### src/hdl/segment_obstacle_clearance_unit_macros.svh
// Assertion macros for the segment obstacle clearance unit.
// Included by the modules that check their own sequencing; needs clk and rst_n in scope.
`ifndef SEGMENT_OBSTACLE_CLEARANCE_UNIT_MACROS_SVH
`define SEGMENT_OBSTACLE_CLEARANCE_UNIT_MACROS_SVH
`ifndef SYNTH
`define SOCU_ASSERT_NOW(lbl, ante, cons, msg) \
    lbl: assert property (@(posedge clk) disable iff (!rst_n) (ante) |-> (cons)) \
        else $error(msg);
`define SOCU_ASSERT_NEXT(lbl, ante, cons, msg) \
    lbl: assert property (@(posedge clk) disable iff (!rst_n) (ante) |=> (cons)) \
        else $error(msg);
`else
`define SOCU_ASSERT_NOW(lbl, ante, cons, msg)
`define SOCU_ASSERT_NEXT(lbl, ante, cons, msg)
`endif
`endif

### src/hdl/socu_pkg.sv
// Shared constants and types of the segment obstacle clearance unit.
// No dependencies; imported by every module of the block.
package socu_pkg;

    localparam int COORD_WIDTH_DEF = 18;
    localparam int MODE_W          = 2;
    localparam int ADDR_W          = 5;
    localparam int APB_DATA_W      = 32;
    localparam int OUT_DATA_W      = 8;

    localparam logic [MODE_W-1:0] MODE_MORE = 2'd0;
    localparam logic [MODE_W-1:0] MODE_LAST = 2'd1;

    typedef enum logic [2:0] {
        REG_START_X,
        REG_START_Y,
        REG_FINISH_X,
        REG_FINISH_Y,
        REG_CLEARANCE
    } cfg_idx_t;

    typedef enum logic [1:0] {
        SH_NONE,
        SH_HALF,
        SH_HALF_DBL,
        SH_FULL
    } shift_sel_t;

    typedef struct packed {
        logic       issue;
        logic       clear;
        logic       negate;
        shift_sel_t shift;
    } mac_cmd_t;

endpackage

### src/hdl/socu_regs.sv
// Configuration register file: path end points and clearance, APB write and read.
// Depends on socu_pkg.
module socu_regs #(
    parameter int COORD_WIDTH = socu_pkg::COORD_WIDTH_DEF
) (
    input  logic                            clk,
    input  logic                            rst_n,
    input  logic                            psel,
    input  logic                            penable,
    input  logic                            pwrite,
    input  logic [socu_pkg::ADDR_W-1:0]     paddr,
    input  logic [socu_pkg::APB_DATA_W-1:0] pwdata,
    output logic [socu_pkg::APB_DATA_W-1:0] prdata,
    output logic                            pready,
    output logic [COORD_WIDTH-1:0]          start_x,
    output logic [COORD_WIDTH-1:0]          start_y,
    output logic [COORD_WIDTH-1:0]          finish_x,
    output logic [COORD_WIDTH-1:0]          finish_y,
    output logic [COORD_WIDTH-2:0]          clearance
);
    import socu_pkg::*;

    localparam int W = COORD_WIDTH;

    logic [W-1:0] start_x_reg;
    logic [W-1:0] start_y_reg;
    logic [W-1:0] finish_x_reg;
    logic [W-1:0] finish_y_reg;
    logic [W-2:0] clearance_reg;
    logic         wr_en;

    assign pready = 1'b1;
    assign wr_en  = psel && penable && pwrite;

    always_ff @(posedge clk or negedge rst_n)
    begin
        if (!rst_n)
        begin
            start_x_reg   <= '0;
            start_y_reg   <= '0;
            finish_x_reg  <= '0;
            finish_y_reg  <= '0;
            clearance_reg <= '0;
        end
        else if (wr_en)
        begin
            unique case (paddr[ADDR_W-1:2])
                REG_START_X:   start_x_reg   <= pwdata[W-1:0];
                REG_START_Y:   start_y_reg   <= pwdata[W-1:0];
                REG_FINISH_X:  finish_x_reg  <= pwdata[W-1:0];
                REG_FINISH_Y:  finish_y_reg  <= pwdata[W-1:0];
                REG_CLEARANCE: clearance_reg <= pwdata[W-2:0];
                default: ;
            endcase
        end
    end

    always_comb
    begin
        unique case (paddr[ADDR_W-1:2])
            REG_START_X:   prdata = APB_DATA_W'(start_x_reg);
            REG_START_Y:   prdata = APB_DATA_W'(start_y_reg);
            REG_FINISH_X:  prdata = APB_DATA_W'(finish_x_reg);
            REG_FINISH_Y:  prdata = APB_DATA_W'(finish_y_reg);
            REG_CLEARANCE: prdata = APB_DATA_W'(clearance_reg);
            default:       prdata = '0;
        endcase
    end

    assign start_x   = start_x_reg;
    assign start_y   = start_y_reg;
    assign finish_x  = finish_x_reg;
    assign finish_y  = finish_y_reg;
    assign clearance = clearance_reg;

endmodule

### src/hdl/socu_mac.sv
// Shared multiply-accumulate unit: registered unsigned product, then shifted signed accumulate.
// Depends on socu_pkg; driven by socu_ctrl.
module socu_mac #(
    parameter int COORD_WIDTH = socu_pkg::COORD_WIDTH_DEF
) (
    input  logic                       clk,
    input  logic                       rst_n,
    input  socu_pkg::mac_cmd_t         cmd,
    input  logic [COORD_WIDTH:0]       op_a,
    input  logic [COORD_WIDTH:0]       op_b,
    output logic [4*COORD_WIDTH+4:0]   acc
);
    import socu_pkg::*;

    localparam int H     = COORD_WIDTH + 1;
    localparam int ACC_W = 4 * H + 1;

    logic [2*H-1:0]   prod_reg;
    logic             acc_en_reg;
    logic             clr_reg;
    logic             neg_reg;
    shift_sel_t       sh_reg;
    logic [ACC_W-1:0] acc_reg;
    logic [ACC_W-1:0] prod_ext;
    logic [ACC_W-1:0] shifted;
    logic [ACC_W-1:0] term;

    always_ff @(posedge clk or negedge rst_n)
    begin
        if (!rst_n)
        begin
            acc_en_reg <= 1'b0;
        end
        else
        begin
            acc_en_reg <= cmd.issue;
        end
    end

    always_ff @(posedge clk)
    begin
        if (cmd.issue)
        begin
            prod_reg <= op_a * op_b;
            clr_reg  <= cmd.clear;
            neg_reg  <= cmd.negate;
            sh_reg   <= cmd.shift;
        end
        if (acc_en_reg)
        begin
            acc_reg <= (clr_reg ? '0 : acc_reg) + term;
        end
    end

    always_comb
    begin
        prod_ext = ACC_W'(prod_reg);
        case (sh_reg)
            SH_NONE:     shifted = prod_ext;
            SH_HALF:     shifted = prod_ext << H;
            SH_HALF_DBL: shifted = prod_ext << (H + 1);
            SH_FULL:     shifted = prod_ext << (2 * H);
            default:     shifted = prod_ext;
        endcase
        term = neg_reg ? (~shifted + 1'b1) : shifted;
    end

    assign acc = acc_reg;

endmodule

### src/hdl/socu_ctrl.sv
// Step sequencer: operand selection, intermediate store, decision and result word.
// Depends on socu_pkg and the assertion macro header; drives socu_mac.
`include "segment_obstacle_clearance_unit_macros.svh"
module socu_ctrl #(
    parameter int COORD_WIDTH = socu_pkg::COORD_WIDTH_DEF
) (
    input  logic                        clk,
    input  logic                        rst_n,
    input  logic [COORD_WIDTH-1:0]      start_x,
    input  logic [COORD_WIDTH-1:0]      start_y,
    input  logic [COORD_WIDTH-1:0]      finish_x,
    input  logic [COORD_WIDTH-1:0]      finish_y,
    input  logic [COORD_WIDTH-2:0]      clearance,
    input  logic                        s_tvalid,
    output logic                        s_tready,
    input  logic [socu_pkg::MODE_W-1:0] mode,
    input  logic [COORD_WIDTH-1:0]      obstacle_x,
    input  logic [COORD_WIDTH-1:0]      obstacle_y,
    output logic                        m_tvalid,
    input  logic                        m_tready,
    output logic                        path_clear,
    output socu_pkg::mac_cmd_t          mac_cmd,
    output logic [COORD_WIDTH:0]        op_a,
    output logic [COORD_WIDTH:0]        op_b,
    input  logic [4*COORD_WIDTH+4:0]    acc
);
    import socu_pkg::*;

    localparam int W          = COORD_WIDTH;
    localparam int H          = W + 1;
    localparam int STEP_W     = 4;
    localparam int STEP_COUNT = 16;

    typedef enum logic [1:0] {
        ST_IDLE,
        ST_RUN,
        ST_FIN
    } state_t;

    typedef enum logic [3:0] {
        OP_RX,
        OP_RY,
        OP_DX,
        OP_DY,
        OP_CLR,
        OP_C_LO,
        OP_C_HI,
        OP_TT_LO,
        OP_TT_HI,
        OP_DD_LO,
        OP_DD_HI
    } opnd_t;

    typedef enum logic [2:0] {
        STO_NONE,
        STO_P,
        STO_C,
        STO_DD,
        STO_TT,
        STO_LHS
    } store_t;

    typedef struct packed {
        logic       issue;
        logic       clear;
        logic       extra_neg;
        shift_sel_t sh;
        opnd_t      opa;
        opnd_t      opb;
        store_t     sto;
        logic       decide;
    } step_t;

    // Each product passes through the MAC product register and then its accumulator before it can be stored.
    function automatic step_t step_entry(input logic [STEP_W-1:0] s);
        step_t e;
        begin
            e        = '0;
            e.sh     = SH_NONE;
            e.opa    = OP_RX;
            e.opb    = OP_RX;
            e.sto    = STO_NONE;
            e.issue  = 1'b1;
            unique case (s)
                4'd0:
                begin
                    e.opa = OP_RX; e.opb = OP_DX; e.clear = 1'b1;
                end
                4'd1:
                begin
                    e.opa = OP_RY; e.opb = OP_DY;
                end
                4'd2:
                begin
                    e.opa = OP_RX; e.opb = OP_DY; e.clear = 1'b1;
                end
                4'd3:
                begin
                    e.opa = OP_RY; e.opb = OP_DX; e.extra_neg = 1'b1; e.sto = STO_P;
                end
                4'd4:
                begin
                    e.opa = OP_DX; e.opb = OP_DX; e.clear = 1'b1;
                end
                4'd5:
                begin
                    e.opa = OP_DY; e.opb = OP_DY; e.sto = STO_C;
                end
                4'd6:
                begin
                    e.opa = OP_CLR; e.opb = OP_CLR; e.clear = 1'b1;
                end
                4'd7:
                begin
                    e.opa = OP_C_LO; e.opb = OP_C_LO; e.clear = 1'b1; e.sto = STO_DD;
                end
                4'd8:
                begin
                    e.opa = OP_C_HI; e.opb = OP_C_LO; e.sh = SH_HALF_DBL; e.sto = STO_TT;
                end
                4'd9:
                begin
                    e.opa = OP_C_HI; e.opb = OP_C_HI; e.sh = SH_FULL;
                end
                4'd10:
                begin
                    e.opa = OP_TT_LO; e.opb = OP_DD_LO; e.clear = 1'b1;
                end
                4'd11:
                begin
                    e.opa = OP_TT_LO; e.opb = OP_DD_HI; e.sh = SH_HALF; e.sto = STO_LHS;
                end
                4'd12:
                begin
                    e.opa = OP_TT_HI; e.opb = OP_DD_LO; e.sh = SH_HALF;
                end
                4'd13:
                begin
                    e.opa = OP_TT_HI; e.opb = OP_DD_HI; e.sh = SH_FULL;
                end
                4'd14:
                begin
                    e.issue = 1'b0;
                end
                default:
                begin
                    e.issue  = 1'b0;
                    e.decide = 1'b1;
                end
            endcase
            return e;
        end
    endfunction

    function automatic logic [H-1:0] mag_of(input logic [H-1:0] v);
        begin
            return v[H-1] ? (~v + 1'b1) : v;
        end
    endfunction

    state_t            state_reg;
    logic [STEP_W-1:0] step_reg;
    logic              blocked_reg;
    logic              last_reg;
    logic              m_valid_reg;
    logic              path_clear_reg;

    logic [H-1:0]      rx_reg;
    logic [H-1:0]      ry_reg;
    logic [H-1:0]      dx_reg;
    logic [H-1:0]      dy_reg;
    logic [2*H:0]      p_reg;
    logic [2*H-1:0]    cmag_reg;
    logic [2*H-1:0]    dd_reg;
    logic [2*H-1:0]    tt_reg;
    logic [4*H-1:0]    lhs_reg;

    step_t             cur;
    logic              run;
    logic              accept;
    logic              out_load;
    logic [2*H:0]      c_s;
    logic [2*H:0]      c_neg;
    logic [2*H-1:0]    c_mag;
    logic              p_pos;
    logic              p_lt;
    logic              c_lt;
    logic              blk;

    function automatic logic [H:0] pick(input opnd_t sel);
        begin
            case (sel)
                OP_RX:    return {rx_reg[H-1], mag_of(rx_reg)};
                OP_RY:    return {ry_reg[H-1], mag_of(ry_reg)};
                OP_DX:    return {dx_reg[H-1], mag_of(dx_reg)};
                OP_DY:    return {dy_reg[H-1], mag_of(dy_reg)};
                OP_CLR:   return {1'b0, H'(clearance)};
                OP_C_LO:  return {1'b0, cmag_reg[H-1:0]};
                OP_C_HI:  return {1'b0, cmag_reg[2*H-1:H]};
                OP_TT_LO: return {1'b0, tt_reg[H-1:0]};
                OP_TT_HI: return {1'b0, tt_reg[2*H-1:H]};
                OP_DD_LO: return {1'b0, dd_reg[H-1:0]};
                OP_DD_HI: return {1'b0, dd_reg[2*H-1:H]};
                default:  return '0;
            endcase
        end
    endfunction

    logic [H:0] pa;
    logic [H:0] pb;

    assign cur      = step_entry(step_reg);
    assign run      = (state_reg == ST_RUN);
    assign s_tready = (state_reg == ST_IDLE);
    assign accept   = s_tvalid && s_tready;
    assign out_load = (state_reg == ST_FIN) && (!m_valid_reg || m_tready);

    always_comb
    begin
        pa = pick(cur.opa);
        pb = pick(cur.opb);
        op_a = pa[H-1:0];
        op_b = pb[H-1:0];
        mac_cmd.issue  = run && cur.issue;
        mac_cmd.clear  = cur.clear;
        mac_cmd.negate = pa[H] ^ pb[H] ^ cur.extra_neg;
        mac_cmd.shift  = cur.sh;
    end

    always_comb
    begin
        c_s   = acc[2*H:0];
        c_neg = ~c_s + 1'b1;
        c_mag = c_s[2*H] ? c_neg[2*H-1:0] : c_s[2*H-1:0];
        p_pos = !p_reg[2*H] && (|p_reg);
        p_lt  = $signed(p_reg) < $signed({1'b0, dd_reg});
        c_lt  = lhs_reg < acc[4*H-1:0];
        blk   = p_pos && p_lt && c_lt;
    end

    always_ff @(posedge clk)
    begin
        if (accept)
        begin
            rx_reg <= {obstacle_x[W-1], obstacle_x} - {start_x[W-1], start_x};
            ry_reg <= {obstacle_y[W-1], obstacle_y} - {start_y[W-1], start_y};
            dx_reg <= {finish_x[W-1], finish_x} - {start_x[W-1], start_x};
            dy_reg <= {finish_y[W-1], finish_y} - {start_y[W-1], start_y};
        end
        if (run)
        begin
            case (cur.sto)
                STO_P:   p_reg    <= acc[2*H:0];
                STO_C:   cmag_reg <= c_mag;
                STO_DD:  dd_reg   <= acc[2*H-1:0];
                STO_TT:  tt_reg   <= acc[2*H-1:0];
                STO_LHS: lhs_reg  <= acc[4*H-1:0];
                default: ;
            endcase
        end
    end

    always_ff @(posedge clk or negedge rst_n)
    begin
        if (!rst_n)
        begin
            state_reg      <= ST_IDLE;
            step_reg       <= '0;
            blocked_reg    <= 1'b0;
            last_reg       <= 1'b0;
            m_valid_reg    <= 1'b0;
            path_clear_reg <= 1'b0;
        end
        else
        begin
            if (m_valid_reg && m_tready && !out_load)
            begin
                m_valid_reg <= 1'b0;
            end
            unique case (state_reg)
                ST_IDLE:
                begin
                    if (accept)
                    begin
                        last_reg <= (mode == MODE_LAST);
                        step_reg <= '0;
                        if (mode == MODE_MORE || mode == MODE_LAST)
                        begin
                            state_reg <= ST_RUN;
                        end
                        else
                        begin
                            state_reg <= ST_FIN;
                        end
                    end
                end
                ST_RUN:
                begin
                    if (cur.decide)
                    begin
                        blocked_reg <= blocked_reg | blk;
                        state_reg   <= last_reg ? ST_FIN : ST_IDLE;
                    end
                    else
                    begin
                        step_reg <= step_reg + 1'b1;
                    end
                end
                ST_FIN:
                begin
                    if (out_load)
                    begin
                        path_clear_reg <= !blocked_reg;
                        m_valid_reg    <= 1'b1;
                        blocked_reg    <= 1'b0;
                        state_reg      <= ST_IDLE;
                    end
                end
                default:
                begin
                    state_reg <= ST_IDLE;
                end
            endcase
        end
    end

    assign m_tvalid   = m_valid_reg;
    assign path_clear = path_clear_reg;

    `SOCU_ASSERT_NEXT(a_run_start, accept && (mode == MODE_MORE || mode == MODE_LAST), state_reg == ST_RUN && step_reg == '0, "obstacle word did not start the step sequence")
    `SOCU_ASSERT_NEXT(a_flag_clear, out_load, !blocked_reg && m_valid_reg, "result load left the blocked flag set")
    `SOCU_ASSERT_NOW(a_valid_src, $rose(m_valid_reg), $past(state_reg == ST_FIN), "result word raised outside the finish state")
    `SOCU_ASSERT_NOW(a_step_range, run && step_reg == STEP_W'(STEP_COUNT - 1), cur.decide, "step counter past the decision step")

endmodule

### src/hdl/segment_obstacle_clearance_unit.sv
// Top level of the segment obstacle clearance unit: register file, sequencer, shared MAC.
// Depends on socu_pkg, socu_regs, socu_mac and socu_ctrl.
//
//   port group  | role      | contents
//   ------------+-----------+------------------------------------------------------
//   s_t*        | in words  | tuser: mode; tdata: obstacle_x, obstacle_y
//   m_t*        | out words | tdata: path_clear
//   p*          | APB slave | start_x, start_y, finish_x, finish_y, clearance
//
// An obstacle word (mode 0 or 1) runs sixteen sequencer steps that drive the single
// multiply-accumulate unit; the next word is taken only after the decision step.
// After a last-obstacle word the finish state loads the result, as it does for a list query.
// rst_n clears the registers, the blocked flag and the sequencer; no clearing pass is needed.
// A result word waiting on m_tready holds the sequencer in its finish state.
module segment_obstacle_clearance_unit #(
    parameter int COORD_WIDTH = socu_pkg::COORD_WIDTH_DEF
) (
    input  logic                                          clk,
    input  logic                                          rst_n,
    input  logic                                          psel,
    input  logic                                          penable,
    input  logic                                          pwrite,
    input  logic [socu_pkg::ADDR_W-1:0]                   paddr,
    input  logic [socu_pkg::APB_DATA_W-1:0]               pwdata,
    output logic [socu_pkg::APB_DATA_W-1:0]               prdata,
    output logic                                          pready,
    input  logic                                          s_tvalid,
    output logic                                          s_tready,
    // obstacle_x, obstacle_y, zero padding
    input  logic [((2*COORD_WIDTH+7)/8)*8-1:0]            s_tdata,
    // mode
    input  logic [socu_pkg::MODE_W-1:0]                   s_tuser,
    output logic                                          m_tvalid,
    input  logic                                          m_tready,
    // path_clear, zero padding
    output logic [socu_pkg::OUT_DATA_W-1:0]               m_tdata
);
    import socu_pkg::*;

    localparam int W     = COORD_WIDTH;
    localparam int H     = W + 1;
    localparam int ACC_W = 4 * H + 1;

    logic [W-1:0]     start_x;
    logic [W-1:0]     start_y;
    logic [W-1:0]     finish_x;
    logic [W-1:0]     finish_y;
    logic [W-2:0]     clearance;
    logic             path_clear;
    mac_cmd_t         mac_cmd;
    logic [H-1:0]     op_a;
    logic [H-1:0]     op_b;
    logic [ACC_W-1:0] acc;

    socu_regs #(
        .COORD_WIDTH (COORD_WIDTH)
    ) u_regs (
        .clk       (clk),
        .rst_n     (rst_n),
        .psel      (psel),
        .penable   (penable),
        .pwrite    (pwrite),
        .paddr     (paddr),
        .pwdata    (pwdata),
        .prdata    (prdata),
        .pready    (pready),
        .start_x   (start_x),
        .start_y   (start_y),
        .finish_x  (finish_x),
        .finish_y  (finish_y),
        .clearance (clearance)
    );

    socu_ctrl #(
        .COORD_WIDTH (COORD_WIDTH)
    ) u_ctrl (
        .clk        (clk),
        .rst_n      (rst_n),
        .start_x    (start_x),
        .start_y    (start_y),
        .finish_x   (finish_x),
        .finish_y   (finish_y),
        .clearance  (clearance),
        .s_tvalid   (s_tvalid),
        .s_tready   (s_tready),
        .mode       (s_tuser),
        .obstacle_x (s_tdata[W-1:0]),
        .obstacle_y (s_tdata[2*W-1:W]),
        .m_tvalid   (m_tvalid),
        .m_tready   (m_tready),
        .path_clear (path_clear),
        .mac_cmd    (mac_cmd),
        .op_a       (op_a),
        .op_b       (op_b),
        .acc        (acc)
    );

    socu_mac #(
        .COORD_WIDTH (COORD_WIDTH)
    ) u_mac (
        .clk   (clk),
        .rst_n (rst_n),
        .cmd   (mac_cmd),
        .op_a  (op_a),
        .op_b  (op_b),
        .acc   (acc)
    );

    assign m_tdata = {{(OUT_DATA_W-1){1'b0}}, path_clear};

endmodule

### config.mk
export PLATFORM = sky130hd
export DESIGN_NAME = segment_obstacle_clearance_unit
export DESIGN_NICKNAME = d
export VERILOG_FILES = /design/src/hdl/socu_pkg.sv /design/src/hdl/socu_regs.sv /design/src/hdl/socu_mac.sv /design/src/hdl/socu_ctrl.sv /design/src/hdl/segment_obstacle_clearance_unit.sv
export VERILOG_INCLUDE_DIRS = /design/src /design/src/hdl
export SDC_FILE = /design/constraint.sdc
export NUM_CORES = 2
export LEC_CHECK = 0
export ABC_AREA = 1
export ABC_CLOCK_PERIOD_IN_PS = 8000
export BUFFER_PORTS_ARGS = -buffer_cell sky130_fd_sc_hd__buf_2
export CAP_MARGIN = 20
export CELL_PAD_IN_SITES_DETAIL_PLACEMENT = 2
export CELL_PAD_IN_SITES_GLOBAL_PLACEMENT = 2
export CORE_ASPECT_RATIO = 1.2
export CORE_MARGIN = 2
export CORE_UTILIZATION = 39
export CTS_CLUSTER_DIAMETER = 50
export DETAILED_ROUTE_END_ITERATION = 7
export PLACE_DENSITY_LB_ADDON = 0.12
export SLEW_MARGIN = 20
export SYNTH_ARGS = -nofsm -noshare
export SYNTH_HDL_FRONTEND = slang
export SYNTH_SLANG_ARGS = --single-unit
### constraint.sdc
create_clock -name clk -period 8 [get_ports clk]
set_input_delay 1.2 -clock clk [delete_from_list [all_inputs] [get_ports clk]]
set_output_delay 1.2 -clock clk [all_outputs]
set_load 0.01 [all_outputs]
==> flow_summary_export.csv <==
group,metric,value,unit
run_status,violations,"capacitance limit, slew limit, setup timing",
routing,vias,56143,
cts,clkSlewWorstSetupHoldPaths,0.08,ns
timing,fin_setup_tns,-24.51,ns
job,drv_cap,3,
final_layout,drive_above_1_share,0.1777,
timing,final_hold_viol_count,0,
hold_path,min_path_type,"primary input to asynchronous set/reset pin",
floorplanning,fp.dieW,336.2,µm
routing,drt_iter0_markers,5150,
floorplanning,fp-row-count,146,
setup_path,worst_path_largest_cell_delay,1.08,ns
logic_synthesis,synthFlopType,"edfxtp_1",
setup_path,cp.arrival,10.14,ns
grt,grt_antenna_before_repair,29,
setup_path,critPathKind,"flip-flop to flip-flop",
timing,fin_hold_ws,0.4150,ns
logic_synthesis,synth_cell_types,64,
routing,first_pass_iters,8,
cts,htreeDepth,3,
logic_synthesis,ys_ff_latch,523,
cts,clk_latency,0.75,ns
cts,cts_buffers,73,
timing,drv_slew,4,
timing,worstMarginPinSlew,1.632,ns
placement,preCtsSetupSlack,-0.6155,ns
timing,relSlewSlack,-0.09798,
logic_synthesis,synth.area.top_cells,"edfxtp_1 (25%), fa_1 (11%), nand2_1 (11%)",
routing,wl_per_cell,36.29,µm
grt,grt_overflow_total,0,
logic_synthesis,synthCells,6769,
final_layout,n_fill_cell,14863,
routing,avgViaCountPerCell,6.115,
placement,gp_congestion,1.004,
floorplanning,ios,129,
setup_path,reg2reg_slack,-1.74,ns
run_status,status,"finished with violations",
cts,cts_root_buf,"clkbuf_16",
final_layout,area_growth,22.62,%
logic_synthesis,synth_top_area_share,0.2459,
setup_path,worstPathRequired,8.40,ns
timing,setup_viol,27,
floorplanning,core_area,0.1317,mm²
floorplanning,dieArea,0.1354,mm²
timing,fin_crit,9.744,ns
logic_synthesis,syn_area,0.05166,mm²
routing,postRouteAntennaNets,0,
logic_synthesis,avgSynthCellArea,7.632,µm²
final_layout,layout.nets,8100,
setup_path,cpMaxStageDelayCell,"fa_1",
timing,fin_ws,-1.744,ns
cts,cts_tree,"done",
logic_synthesis,async_flop_share,0.1912,
timing,rsz0062_at_grt,"true",
routing,drc,0,
timing,max_freq,0.1026,GHz
logic_synthesis,synth.yosys.seq_area_share,0.2943,
grt,grt_pass1_wl,394000,µm
grt,globalRouteTotalUtil,0.3995,
cts,clock_path_buffers,3,
setup_path,endpoint_kind,"flip-flop",
grt,grt_pass1_vias,57993,
logic_synthesis,synth_top_cell_by_area,"edfxtp_1",
cts,cts_sinks,523,
placement,dp_hpwl,207400,µm
routing,routed_wl,333200,µm
logic_synthesis,synth_enable_flop_cells,423,
timing,fin_crit_sh,1.218,
placement,port_buffers,86,
floorplanning,die-height,402.7,µm
setup_path,cp_common_cell,"fa_1",
grt,grt_start_max_net_pins,77,
logic_synthesis,yosysWarnings,0,
setup_path,crit_path_start_kind,"flip-flop",
timing,final.setup_skew,0.08607,ns
setup_path,worstPathMaxFanout,7,
floorplanning,initial_core_util,0.3922,
## logic make-up (layout without fill, tap and decap cells)
family / after synthesis / after routing / share of synthesized area
and+or+nand+nor: 2957 / 2957 / 0.2400
buffers and inverters: 1379 / 1979 / 0.1070
AOI/OAI and AO/OA: 928 / 928 / 0.1000
adders and majority gates: 685 / 685 / 0.2085
DFF: 523 / 523 / 0.2943
xor gates and xnor gates: 295 / 295 / 0.05001
other: 2 / 38 / 0.0001454
## placed cells by master (no fill, tap or decap), drive strengths merged, types with 100 or more instances in the layout
cell type,n
xor2,230
buf,609
nand2,1583
edfxtp,423
dfrtp,100
nor2,903
fa,293
a21oi,355
nand3,251
ha,392
inv,1240
o21ai,386
## layout make-up
type                            count  area (µm²)  area share
Clock buffer                       89        1897     0.02995
Clock inverter                     46       594.3    0.009383
Timing Repair Buffer              612        5363     0.08466
Inverter                         1232        4748     0.07496
Sequential cell                   523       15210      0.2402
Multi-Input combinational cell   4887       33270      0.5252
Antenna cell                       16       40.04   0.0006321
Tap cell                         1776        2222     0.03508
## per-layer routing
metal	wire length, µm	up-vias	global-route usage
li1	-	22704	-
met1	107500	28001	0.4099
met2	152200	3520	0.7020
met3	28010	1889	0.05491
met4	45170	29	0.3657
met5	231	-	0
## path summary, 6_finish.rpt
| kind | cells after the start | startpoint | endpoint |
|---|---|---|---|
| max | 37 | u_ctrl.step_reg[1]$_DFFE_PN0P_ | u_mac.prod_reg[32]$_DFFE_PP_ |
| min | 1 | rst_n | u_ctrl.state_reg[1]$_DFFE_PN0P_ |
| max reg2reg | 37 | u_ctrl.step_reg[1]$_DFFE_PN0P_ | u_mac.prod_reg[32]$_DFFE_PP_ |
| min reg2reg | 0 | u_mac.acc[47]$_DFFE_PP_ | u_ctrl.lhs_reg[47]$_DFFE_PP_ |
| max in group asynchronous | 2 | rst_n | u_regs.finish_x[10]$_DFFE_PN0P_ |
| min in group clk | 0 | u_mac.acc[47]$_DFFE_PP_ | u_ctrl.lhs_reg[47]$_DFFE_PP_ |
## critical path: cells and delay by family, from the launching register on
family	cells	cell delay, ns
adder cells (fa/ha/maj)	8	4.52
AND/OR/NAND/NOR	14	2.26
buffers and inverters	10	1.02
XOR/XNOR	1	0.57
AO/OA/AOI/OAI	4	0.54
flip-flops	1	0.46
## synthesized netlist by cell type, types with 7 or more instances
cell type,n
a221oi_1,9
nand3_2,10
clkbuf_1,51
nor3_2,7
nor2_4,13
buf_2,23
a31oi_1,15
xnor2_1,65
nand2_1,1560
o21bai_1,17
ha_1,392
fa_1,293
a22oi_1,13
o22ai_1,22
o2111ai_1,10
inv_1,1198
nand3b_1,9
o211ai_1,14
nor4_1,26
o21ai_1,15
nor3_1,60
nor2_2,25
xor2_1,230
nand3_1,238
dfrtp_1,100
buf_4,51
nand4_1,80
a21oi_1,352
o21a_1,21
o21ai_0,366
a21o_1,20
nor2_1,862
buf_6,16
a21boi_0,14
and2_1,15
o31ai_1,12
nand2_2,15
edfxtp_1,423
or2_2,7
inv_2,29
## through the flow
step	instances	util	area [µm²]
floorplan	6789	-	51730
global placement	8898	0.4326	56970
detailed placement	8898	0.4326	56970
CTS	9056	0.4578	60290
global route	9165	0.4806	63300
finish	9181	0.4809	63340
## timing repair
action / in CTS / in global routing
gates resized for setup: 159 / 573
setup buffers: 23 / 107
hold buffers: 0 / 0
pin swaps: 61 / 162
cloned: 0 / 3
endpoints found under the setup margin: 29 / 27
Power is left out: the tool's default activity adds up to more than one toggle a clock period on the data nets, which glitch-free logic cannot reach.
